<file path="src/hw/rtl/palette_scaled_rgb565_blit_top_defines.svh">
// assertion macros shared by the rtl
`ifndef PALETTE_SCALED_RGB565_BLIT_TOP_DEFINES_SVH
`define PALETTE_SCALED_RGB565_BLIT_TOP_DEFINES_SVH

`ifndef SYNTH
`define PSB_ASSERT_IMP(lbl, clk, rstn, ante, cons) \
	lbl: assert property (@(posedge clk) disable iff (!rstn) (ante) |-> (cons)) \
		else $error("same-cycle check failed");
`define PSB_ASSERT_NXT(lbl, clk, rstn, ante, cons) \
	lbl: assert property (@(posedge clk) disable iff (!rstn) (ante) |=> (cons)) \
		else $error("next-cycle check failed");
`else
`define PSB_ASSERT_IMP(lbl, clk, rstn, ante, cons)
`define PSB_ASSERT_NXT(lbl, clk, rstn, ante, cons)
`endif

`endif

</file>
<file path="src/hw/rtl/psb_pkg.sv">
`default_nettype none

package psb_pkg;

	localparam int SRC_WIDTH       = 320;
	localparam int SRC_HEIGHT      = 200;
	localparam int PAL_DEPTH       = 256;
	localparam int PAL_AW          = $clog2(PAL_DEPTH);
	localparam int BYTES_PER_PIXEL = 2;

	localparam int IDX_W  = 8;
	localparam int COMP_W = 8;
	localparam int RGB_W  = 3 * COMP_W;
	localparam int SX_W   = 9;
	localparam int SY_W   = 8;
	localparam int ADDR_W = 27;
	localparam int PIX_W  = 16;

	localparam int SCALE_W = 16;
	localparam int OFS_W   = 20;
	localparam int SCR_W   = 13;
	localparam int PAN_W   = 12;
	localparam int LB_W    = 15;
	localparam int CFG_IDX_W  = 4;
	localparam int CFG_DATA_W = 20;

	localparam int QDEPTH = 4;
	localparam int QPTR_W = $clog2(QDEPTH);
	localparam int QCNT_W = $clog2(QDEPTH + 1);

	localparam logic [SCALE_W-1:0] SCALE_RST  = SCALE_W'(256);
	localparam logic [SCR_W-1:0]   SCR_W_RST  = SCR_W'(320);
	localparam logic [SCR_W-1:0]   SCR_H_RST  = SCR_W'(200);
	localparam logic [LB_W-1:0]    LB_RST     = LB_W'(640);

	typedef enum logic [CFG_IDX_W-1:0] {
		REG_SCALE      = 4'd0,
		REG_X_OFFSET   = 4'd1,
		REG_Y_OFFSET   = 4'd2,
		REG_SCR_WIDTH  = 4'd3,
		REG_SCR_HEIGHT = 4'd4,
		REG_PAN_X      = 4'd5,
		REG_PAN_Y      = 4'd6,
		REG_LINE_BYTES = 4'd7
	} cfg_reg_t;

	typedef enum logic {
		CMD_PAL_WRITE = 1'b0,
		CMD_PIXEL     = 1'b1
	} cmd_t;

	typedef struct packed {
		logic [SCALE_W-1:0] scale_q8;
		logic [OFS_W-1:0]   x_offset_q8;
		logic [OFS_W-1:0]   y_offset_q8;
		logic [SCR_W-1:0]   screen_width;
		logic [SCR_W-1:0]   screen_height;
		logic [PAN_W-1:0]   pan_x;
		logic [PAN_W-1:0]   pan_y;
		logic [LB_W-1:0]    line_bytes;
	} cfg_t;

	typedef struct packed {
		logic             is_pixel;
		logic             src_ok;
		logic             idx_ok;
		logic [IDX_W-1:0] idx;
		logic [RGB_W-1:0] rgb;
		logic [SX_W-1:0]  sx;
		logic [SY_W-1:0]  sy;
	} item_t;

	function automatic logic [PIX_W-1:0] pack565(input logic [RGB_W-1:0] rgb);
		logic [COMP_W-1:0] r;
		logic [COMP_W-1:0] g;
		logic [COMP_W-1:0] b;
		r = rgb[3*COMP_W-1:2*COMP_W];
		g = rgb[2*COMP_W-1:COMP_W];
		b = rgb[COMP_W-1:0];
		pack565 = {r[7:3], g[7:2], b[7:3]};
	endfunction

endpackage

`default_nettype wire

</file>
<file path="src/hw/rtl/psb_queue.sv">
`default_nettype none
`include "palette_scaled_rgb565_blit_top_defines.svh"

module psb_queue (
	input  wire logic           clk,
	input  wire logic           arst_n,
	input  wire logic           push,
	input  wire psb_pkg::item_t push_item,
	output      logic           full,
	output      logic           not_empty,
	input  wire logic           pop,
	output      psb_pkg::item_t head
);
	import psb_pkg::*;

	item_t               entry_q [QDEPTH];
	logic [QPTR_W-1:0]   wr_ptr_q;
	logic [QPTR_W-1:0]   rd_ptr_q;
	logic [QCNT_W-1:0]   count_q;

	assign full      = (count_q == QCNT_W'(QDEPTH));
	assign not_empty = (count_q != '0);
	assign head      = entry_q[rd_ptr_q];

	always_ff @(posedge clk or negedge arst_n) begin
		if (!arst_n) begin
			wr_ptr_q <= '0;
			rd_ptr_q <= '0;
			count_q  <= '0;
		end else begin
			if (push) begin
				wr_ptr_q <= (wr_ptr_q == QPTR_W'(QDEPTH - 1)) ? '0 : wr_ptr_q + 1'b1;
			end
			if (pop) begin
				rd_ptr_q <= (rd_ptr_q == QPTR_W'(QDEPTH - 1)) ? '0 : rd_ptr_q + 1'b1;
			end
			if (push && !pop) begin
				count_q <= count_q + 1'b1;
			end else if (pop && !push) begin
				count_q <= count_q - 1'b1;
			end
		end
	end

	always_ff @(posedge clk) begin
		if (push) begin
			entry_q[wr_ptr_q] <= push_item;
		end
	end

	`PSB_ASSERT_IMP(a_count_bound, clk, arst_n, 1'b1, count_q <= QCNT_W'(QDEPTH))
	`PSB_ASSERT_NXT(a_full_holds, clk, arst_n, full && !pop, full)
	`PSB_ASSERT_NXT(a_pop_drains, clk, arst_n, (count_q == QCNT_W'(1)) && pop && !push, !not_empty)

endmodule

`default_nettype wire

</file>
<file path="config.mk">
export PLATFORM = sky130hd
export DESIGN_NAME = psb_queue
export DESIGN_NICKNAME = d
export VERILOG_FILES = /design/src/hw/rtl/psb_pkg.sv /design/src/hw/rtl/psb_queue.sv
export VERILOG_INCLUDE_DIRS = /design/src /design/src/hw/rtl
export SDC_FILE = /design/constraint.sdc
export NUM_CORES = 1
export LEC_CHECK = 0
export BUFFER_PORTS_ARGS = -buffer_cell sky130_fd_sc_hd__buf_2
export CAP_MARGIN = 20
export CORE_UTILIZATION = 57
export DETAILED_ROUTE_END_ITERATION = 10
export GPL_TIMING_DRIVEN = 1
export PLACE_DENSITY = 0.82
export SLEW_MARGIN = 20
export SYNTH_ARGS = -nofsm -noshare
export SYNTH_HDL_FRONTEND = slang
export SYNTH_SLANG_ARGS = --single-unit
export TNS_END_PERCENT = 10
</file>
<file path="constraint.sdc">
create_clock -name clk -period 2.6 [get_ports clk]
set_input_delay 0.13 -clock clk [delete_from_list [all_inputs] [get_ports clk]]
set_output_delay 0.13 -clock clk [all_outputs]
set_load 0.05 [all_outputs]
</file>
# After elaboration in Yosys (flattened, before gate mapping)
# Memories as Yosys holds them, arrays and structs flattened.
# Cells that the tools add are included.
# word_totals
reg_bits	7
latch_bits	0
in_bits	56
romBits	0
ram_bits	208
mem_count	1
# classes
bitwise_logic	0
magnitude_cmp	0
n_reduce_logical	6
mux	6
n_eq_ne	3
n_addsub	4
div_mod_pow	0
shifts	0
mul	0
# memory_table
name	depth	width	read_ports	rd_clocked_by_memory_dff	write_ports	line	rtl
entry_q	4	52	1	0	1	psb_queue.sv:16	item_t entry_q [QDEPTH];
# ops
cell	n
$mux 3	2
$add 2x1->2 const B	2
$eq 2x2->1 const B	2
$mux 2	2
$add 3x1->3 const B	1
$eq 3x3->1 const B	1
$reduce_bool 3->1	1
$sub 3x1->3 const B	1
$logic_and 1x1->1	2
$logic_not 1->1	2
$mux 1	2
$reduce_bool 2->1	1

# Longest topological paths before layout
# Gate-level depths: netlist (run 1).
# logic_depth
ltp_word	4
mapped_depth	7
ltp_nobuf	7

# Worst setup path before layout (run 1)
# OpenSTA, ideal clock, no wires.
# synth_timing
path_kind	reg-to-reg
from	register wr_ptr_q[0]
to	memory entry_q[0][0] (netlist bit), enable pin
t_arrival_ns	1.860
path_slack_ns	0.325
n_path_buf	0
setup_time_ns	0.415
path_stages_with_launch	4
t_required_ns	2.185
path_cell_list	dfrtp_1 -> inv_1 -> ha_1 -> and2_1
# synth_rtl
item	line	rtl
start: declaration	psb_queue.sv:17	logic [QPTR_W-1:0] wr_ptr_q;
start signal: assignment	psb_queue.sv:32	wr_ptr_q <= (wr_ptr_q == QPTR_W'(QDEPTH - 1)) ? '0 : wr_ptr_q + 1'b1;
end: declaration	psb_queue.sv:16	
# No word-level cell before the write port.

==> results of run 1 <==
-- what timing repair did --
action,4_1_cts,5_1_grt
hold endpoints to repair,219,0
setup buffers,0,0
setup endpoints to repair,0,0
hold buffers,55,0
resized for setup,0,0
-- how the worst max path moves through the flow --
stage	slack [ps]	to	cells past startpoint
2_1_floorplan	320	entry_q[0][0]	3
3_3_place_gp	740	head[43]	3
4_1_cts	170	head[45]	3
3_5_place_dp	680	head[45]	3
5_1_grt	100	head[43]	3
6_report	220	head[43]	3
-- cells in the final DEF, fill, tap and decap left out, drive strengths merged --
| master | synthesis | layout |
|---|---|---|
| or3 | 1 | 1 |
| mux4 | 52 | 52 |
| bufinv | 0 | 2 |
| edfxtp | 208 | 208 |
| clkbuf | 0 | 27 |
| nand2 | 2 | 2 |
| inv | 4 | 5 |
| xor2 | 2 | 2 |
| and2 | 4 | 4 |
| nor3b | 1 | 1 |
| mux2 | 3 | 3 |
| o21ai | 2 | 2 |
| xnor2 | 1 | 1 |
| buf | 12 | 125 |
| clkinv | 0 | 8 |
| dlygate4sd3 | 0 | 55 |
| dfrtp | 7 | 7 |
| ha | 6 | 6 |
| nor2 | 3 | 3 |
| fa | 1 | 1 |
-- per-layer routing --
metal  wire, um  share of wire, %  global-route usage (%)
met1       5820                41                    27.8
met2       7370                51                    35.1
met3        966               6.7                    4.06
met4        195               1.4                    4.32
met5          0                 0                       0
-- flip-flops by register name, summed over array words and instances (netlist names) --
register,cells
entry_q,208
count_q,3
wr_ptr_q,2
rd_ptr_q,2
-- worst max-delay path: stages, from the launching register on --
cell	delay, ps
dfrtp_4	710
buf_12	230
mux4_1	570
buf_2	230
-- layout make-up --
cell class,count,area (sq um),share of cell area (%)
Sequential cell,215,6430,64.2
Clock buffer,27,568,5.67
Timing Repair Buffer,180,1270,12.6
Inverter,4,15.0,0.150
Clock inverter,11,106,1.06
Tap cell,176,220,2.20
Multi-Input combinational cell,78,1410,14.1
-- cell families after synthesis --
| logic type | after synthesis | share of synthesized area [%] |
|---|---|---|
| DFF | 215 | 80.4 |
| muxes | 55 | 15.3 |
| buffers and inverters | 16 | 1.96 |
| and+or+nand+nor | 11 | 0.721 |
| adders and majority gates | 7 | 1.19 |
| xor gates and xnor gates | 3 | 0.329 |
| AOI/OAI and AO/OA | 2 | 0.125 |
-- power by group through the flow --
| stage | clock, W | sequential, W | combinational, W |
|---|---|---|---|
| final | 0.00292 | 0.00478 | 0.00449 |
| after global routing | 0.00310 | 0.00485 | 0.00470 |
| after CTS | 0.00297 | 0.00480 | 0.00455 |
| after detailed placement | 0 | 0.00487 | 0.00446 |
| after global placement | 0 | 0.00480 | 0.00440 |
| after floorplan | 0 | 0.00464 | 0.00374 |
-- per-stage QoR --
stage / instances / util [%] / worst slack, ps / instance area [sq um] / hold WS (ps)
finish: 691 / 74.5 / 223 / 10000 / 16.9
global route: 691 / 74.5 / 97.0 / 10000 / 23.9
CTS: 691 / 74.5 / 169 / 10000 / 3.58
detailed placement: 598 / 65.3 / 685 / 8790 / -19.2
global placement: 598 / 65.3 / 737 / 8790 / -29.7
floorplan: 309 / - / 325 / 7990 / -166
==> results by group, run 1 <==
Critical path
  – CP Max Fanout: 23
  – R2R Path End: entry_q[3][38]
  – Cell count of the worst reg-to-reg path: 3
  – Critical path endpoint category: primary output
  – Critical path class: register to primary output
  – Element type at the critical path start: register
  – Slack of the worst reg-to-reg path: 880 ps
  – Critical path arrival: ~2300 ps
  – Launch point of the critical path: rd_ptr_q[0]
  – Data required time of the worst path: 2470 ps
  – Startpoint of the worst register-to-register path: wr_ptr_q[0]

Synth
  – Net count of the mapped netlist: around 370
  – Post-synth top area cell: edfxtp_1
  – Average instance area after synthesis: 25.8 sq um
  – Share of synthesized area occupied by flip-flops and latches: between 80% and 90%
  – Share of async-settable or async-resettable flops after synthesis: 3.26%
  – Gate count of the mapped netlist: between 300 and 400
  – Synth top area share: 78.2%
  – Synth Cell Area: between 7000 and 8000 sq um
  – #FFs+latches synth: 215
  – Most frequent cells after synthesis: edfxtp_1 (208), mux4_2 (48), dfrtp_1 (7), buf_2 (6), ha_1 (6)
  – Count leader, synth: edfxtp_1
  – Number of warning messages in the yosys log: 0
  – Synth cell types: 19
  – Top area cells in the synthesized netlist: edfxtp_1 (78%), mux4_2 (14%), dfrtp_1 (2.2%)
  – Main flop type after synthesis: edfxtp_1
  – Number of flops mapped to enable cells by yosys: 208

Timing
  – Tcrit/Tclk final: roughly 90%
  – Achievable Freq: about 0.42 GHz
  – Tmin final: 2380 ps
  – Number of hold violations in the final report: 0
  – Final Max Tran Viols: 0
  – Fin Clk Skew: 8.60 ps
  – Endpoints failing setup: 0
  – Total negative setup slack: 0 ps
  – Max-Slew Margin vs Limit: about three fifths
  – RSZ-0062 raised after global routing: no
  – Least-Margin Pin Slew: 592 ps

Drt
  – Drt wl/cell: a little over 20 um
  – Routed WL: 14,300 um
  – First-pass DRT Iterations: 4
  – Vias: 3,792
  – Number of DRC violations after detailed routing: 0
  – First DRT Iteration DRCs: 227
  – Number of vias per cell after detailed routing: ~5.5
  – Final ANT Viol Nets: 0

Clock tree
  – TritonCTS clock tree: built
  – Maximum count of clock buffers along a single path: 3
  – Clock transition at the registers of the reported paths: 60 ps
  – Count of clock tree sinks: 215
  – CTS buffer count: 21
  – Clock insertion delay at the later pin of the skew report: 490 ps
  – Root buffer cell: clkbuf_16
  – Htree depth: 1

Global routing
  – Antenna violations before repair: 0
  – Total congestion overflow after global routing: 0
  – GRT Resource Usage Total: 20.5%
  – First-pass GRT wire length: between 20,000 and 25,000 um
  – Maximum number of pins on one net before global-route repair: 34
  – Vias in the first global route: 4,204

Placed design
  – Placer Congestion: 0.670
  – Count of port buffers added during placement: 109
  – HPWL Detailed: 9090 um

Cells and area
  – Filler cell count in the final layout: 786
  – Area added between synthesis and finish: 25.4%
  – Fin nets: 563
  – Fraction of layout cells with a size suffix above 1: between 40% and 50%
  – Ant diodes: 0

Floorplan
  – Die ar.: approximately 14,000 sq um
  – Initial Utilization: 59.4%
  – Top-level I/O count: 110
  – Width of the die: 120 um
  – Floorplan row count: 42
  – Total core area: 13,500 sq um
  – Height of the chip: between 100 and 150 um

Power and ir drop
  – Portion of total power attributed to combinational logic: 36.8%
  – VDD IR max: 0.000790 V
  – Int Power: 0.00769 W
  – Part of the power in the clock network: 24.0%
  – Part of the power in registers: between 30% and 40%
  – Net switching power: between 0.004 and 0.005 W
  – Leakage Power: 3.55 nW
  – Power per standard cell area: 1220 nW/um^2
  – Final Total Pwr: 0.0122 W
  – Sw Share: 37.0%

Worst hold path
  – Worst min path class: primary input to async pin

Outcome
  – Outcome: completed

Run
  – Max-capacitance violation count: 0
(Power assumes the default switching activity.)
==> run 2: changes to the inputs <==
--- a/config.mk
+++ b/config.mk
@@ -6,12 +6,12 @@
 export SDC_FILE = /design/constraint.sdc
 export NUM_CORES = 1
 export LEC_CHECK = 0
-export BUFFER_PORTS_ARGS = -buffer_cell sky130_fd_sc_hd__buf_2
 export CAP_MARGIN = 20
-export CORE_UTILIZATION = 57
+export CORE_UTILIZATION = 62
 export DETAILED_ROUTE_END_ITERATION = 10
+export DONT_BUFFER_PORTS = 1
 export GPL_TIMING_DRIVEN = 1
-export PLACE_DENSITY = 0.82
+export PLACE_DENSITY = 0.81
 export SLEW_MARGIN = 20
 export SYNTH_ARGS = -nofsm -noshare
 export SYNTH_HDL_FRONTEND = slang
==> run 2 against run 1 <==
Fmax down 1.1%. Sequential power shrank 0.8%. Design area down 6.3%. Clock skew up 6.6 ps. Global-route usage down 0.25 points. Sequential share of layout area rose by 4.3 points. First-iteration DRC count rose by 5.3%. Clock power down 5%. Routed wire length decreased by 10%. Largest power group unchanged.
==> results by group, run 2 (synthesis results as in run 1) <==
Outcome
  – Outcome: completed

Cells and area
  – Fin nets: 451 (-20%)
  – Fraction of layout cells with a size suffix above 1: 23.9% (-18 points)
  – Area added between synthesis and finish: 17.5%
  – Largest reg by FF count: entry_q
  – Flip-flop count of the largest register after layout: 208 (unchanged)
  – Post-route non-filler standard cell count: 574 (-17%)
  – Most frequent standard cell in the layout excluding fill and tap cells: edfxtp_1
  – Highest-count cells in the layout ignoring fill and taps: edfxtp_1 (208), dlygate4sd3_1 (56), mux4_2 (48)
  – Ant diodes: 0 (unchanged)
  – Registers with the most flip-flops: entry_q x208, count_q x3
  – Fin area: 9390 sq um (-6.3%)

Critical path
  – Element type at the critical path start: register
  – Cell count of the worst reg-to-reg path: 4 (+1)
  – Critical path endpoint category: primary output
  – Max incr delay on CP: 800 ps (+90 ps)
  – Critical path arrival: 2270 ps (+20 ps)
  – Cell family with the largest share of critical-path delay: flip-flops
  – Critical path buffer and inverter count: 1 (-1)
  – Data required time of the worst path: 2470 ps (about the same)
  – Critical path class: register to primary output
  – R2R Path End: entry_q[1][35]
  – Slack of the worst reg-to-reg path: 1000 ps (+120 ps)
  – Startpoint of the worst register-to-register path: wr_ptr_q[1]
  – Critical Path Slowest Stage Cell: dfrtp_4
  – CP Max Fanout: 31 (+35%)
  – Cell Chain, Critical Path: buf_4 > mux4_2

Placed design
  – HPWL Detailed: 7310 um (-20%)
  – Placed Area: 8190 sq um (-6.8%)
  – Placed Instances: 481 (-20%)
  – Placer Congestion: 0.708 (+5.7%)
  – Count of port buffers added during placement: 0 (-100%)

Global routing
  – First-pass GRT wire length: 19,700 um (-12%)
  – Total congestion overflow after global routing: 0 (unchanged)
  – GRT Resource Usage Total: 20.3% (-0.25 points)
  – Vias in the first global route: 3,579 (-15%)
  – Maximum number of pins on one net before global-route repair: 55 (+62%)
  – Antenna violations before repair: 0 (unchanged)

Clock tree
  – Maximum count of clock buffers along a single path: 3 (unchanged)
  – Count of instances resized after the clock tree is built: 0 (unchanged)
  – Count of hold buffers inserted by post-cts repair: 56 (+1.8%)
  – Htree depth: 1 (unchanged)
  – CTS buffer count: 21 (unchanged)
  – Clock transition at the registers of the reported paths: 60 ps (about the same)
  – Clock insertion delay at the later pin of the skew report: 480 ps (about the same)
  – Post-CTS Setup Bufs: 0 (unchanged)
  – TritonCTS clock tree: built
  – Root buffer cell: clkbuf_16
  – Count of clock tree sinks: 215 (unchanged)

Floorplan
  – Height of the chip: 115 um (-4.1%)
  – Total core area: 12,600 sq um (-6.6%)
  – Die ar.: 13,300 sq um (-7.9%)
  – Initial Utilization: 63.5% (+4.2 points)
  – Width of the die: 115 um (-4.1%)
  – Floorplan row count: 41 (-2.4%)
  – Top-level I/O count: 110 (unchanged)

Power and ir drop
  – Leakage Power: 3.07 nW (-13%)
  – Power per standard cell area: 1230 nW/um^2 (+0.89%)
  – VDD IR max: 0.000752 V (-4.8%)

Worst hold path
  – Hold path start: pop
  – Worst min path class: primary input to register
  – Endpoint, Worst Hold: count_q[0]
  – Worst hold path depth: 3

Timing
  – Endpoints failing setup: 0 (unchanged)
  – Total negative setup slack: 0 ps (unchanged)
  – Final Max Tran Viols: 0 (unchanged)
  – Least-Margin Pin Slew: 852 ps (+260 ps)
  – Number of hold violations in the final report: 0 (unchanged)
  – RSZ-0062 raised after global routing: no
  – Fin Clk Skew: 15.2 ps (+6.56 ps)
  – Tcrit/Tclk final: 92.4% (+0.97 points)
  – Max-Slew Margin vs Limit: 43.0% (-18 points)
  – Achievable Freq: 0.416 GHz (-1.1%)
  – Tmin final: 2400 ps (+25.2 ps)

Drt
  – Routed WL: 12,900 um (-10%)
  – First-pass DRT Iterations: 4 (unchanged)
  – First DRT Iteration DRCs: 239 (+5.3%)
  – Number of vias per cell after detailed routing: 5.78 (+5.4%)
  – Drt wl/cell: 22.5 um (+8.2%)
  – Final ANT Viol Nets: 0 (unchanged)
  – Number of DRC violations after detailed routing: 0 (unchanged)
  – Vias: 3,320 (-12%)

Run
  – Max-capacitance violation count: 0 (unchanged)
run 2: cell count changes in the layout (fill, tap and decap cells not counted), sizes merged:
cell,delta
buf,-113
dlygate4sd3,+1
clkbuf,+2
clkinv,-1
bufinv,-1
inv,-1
run 2: worst max path at each step:
| stage | from | end | depth (start not counted) | slack [ps] |
|---|---|---|---|---|
| after global routing | rd_ptr_q[0] | head[49] | 2 | 60 |
| after global placement | rd_ptr_q[0] | head[48] | 2 | 660 |
| after floorplan | wr_ptr_q[0] | entry_q[0][0] | 3 | 320 |
| final | rd_ptr_q[0] | head[49] | 2 | 200 |
| after detailed placement | rd_ptr_q[0] | head[49] | 2 | 660 |
| after CTS | rd_ptr_q[0] | head[49] | 2 | 130 |
run 2: layout make-up:
type                            instances  area [sq um]
Timing Repair Buffer                   68           676
Sequential cell                       215          6430
Inverter                                4          15.0
Clock inverter                          8          58.8
Fill cell                             691          3180
Multi-Input combinational cell         78          1420
Tap cell                              172           215
Clock buffer                           29           576
run 2: layer usage:
layer | global-route usage [%] | vias up | wire length (um)
li1 | - | 1479 | -
met1 | 26.2 | 1734 | 5120
met2 | 35.0 | 87 | 6840
met3 | 4.86 | 20 | 718
met4 | 5.45 | 0 | 221
met5 | 0 | - | 0
run 2: metrics by stage:
step / hold WS (ps) / total power (W) / setup slack, ps / util, %
3_3_place_gp: -165 / 0.00872 / 664 / 65.2
2_1_floorplan: -166 / 0.00838 / 325 / -
5_1_grt: 28.0 / 0.0120 / 55.5 / 74.7
6_report: 20.5 / 0.0115 / 198 / 74.7
4_1_cts: 5.01 / 0.0117 / 130 / 74.7
3_5_place_dp: -165 / 0.00880 / 655 / 65.2
run 2: worst min-delay path, delay by kind of cell:
kind	cells	cell delay, ps
buf+inv	1	40
xor+xnor	1	80
fa+ha+maj	1	200
run 2: power by group:
part / switching [W] / internal [W] / total (W)
logic: 0.00291 / 0.00112 / 0.00403
clock network: 0.00113 / 0.00164 / 0.00277
registers: 0.000285 / 0.00445 / 0.00474
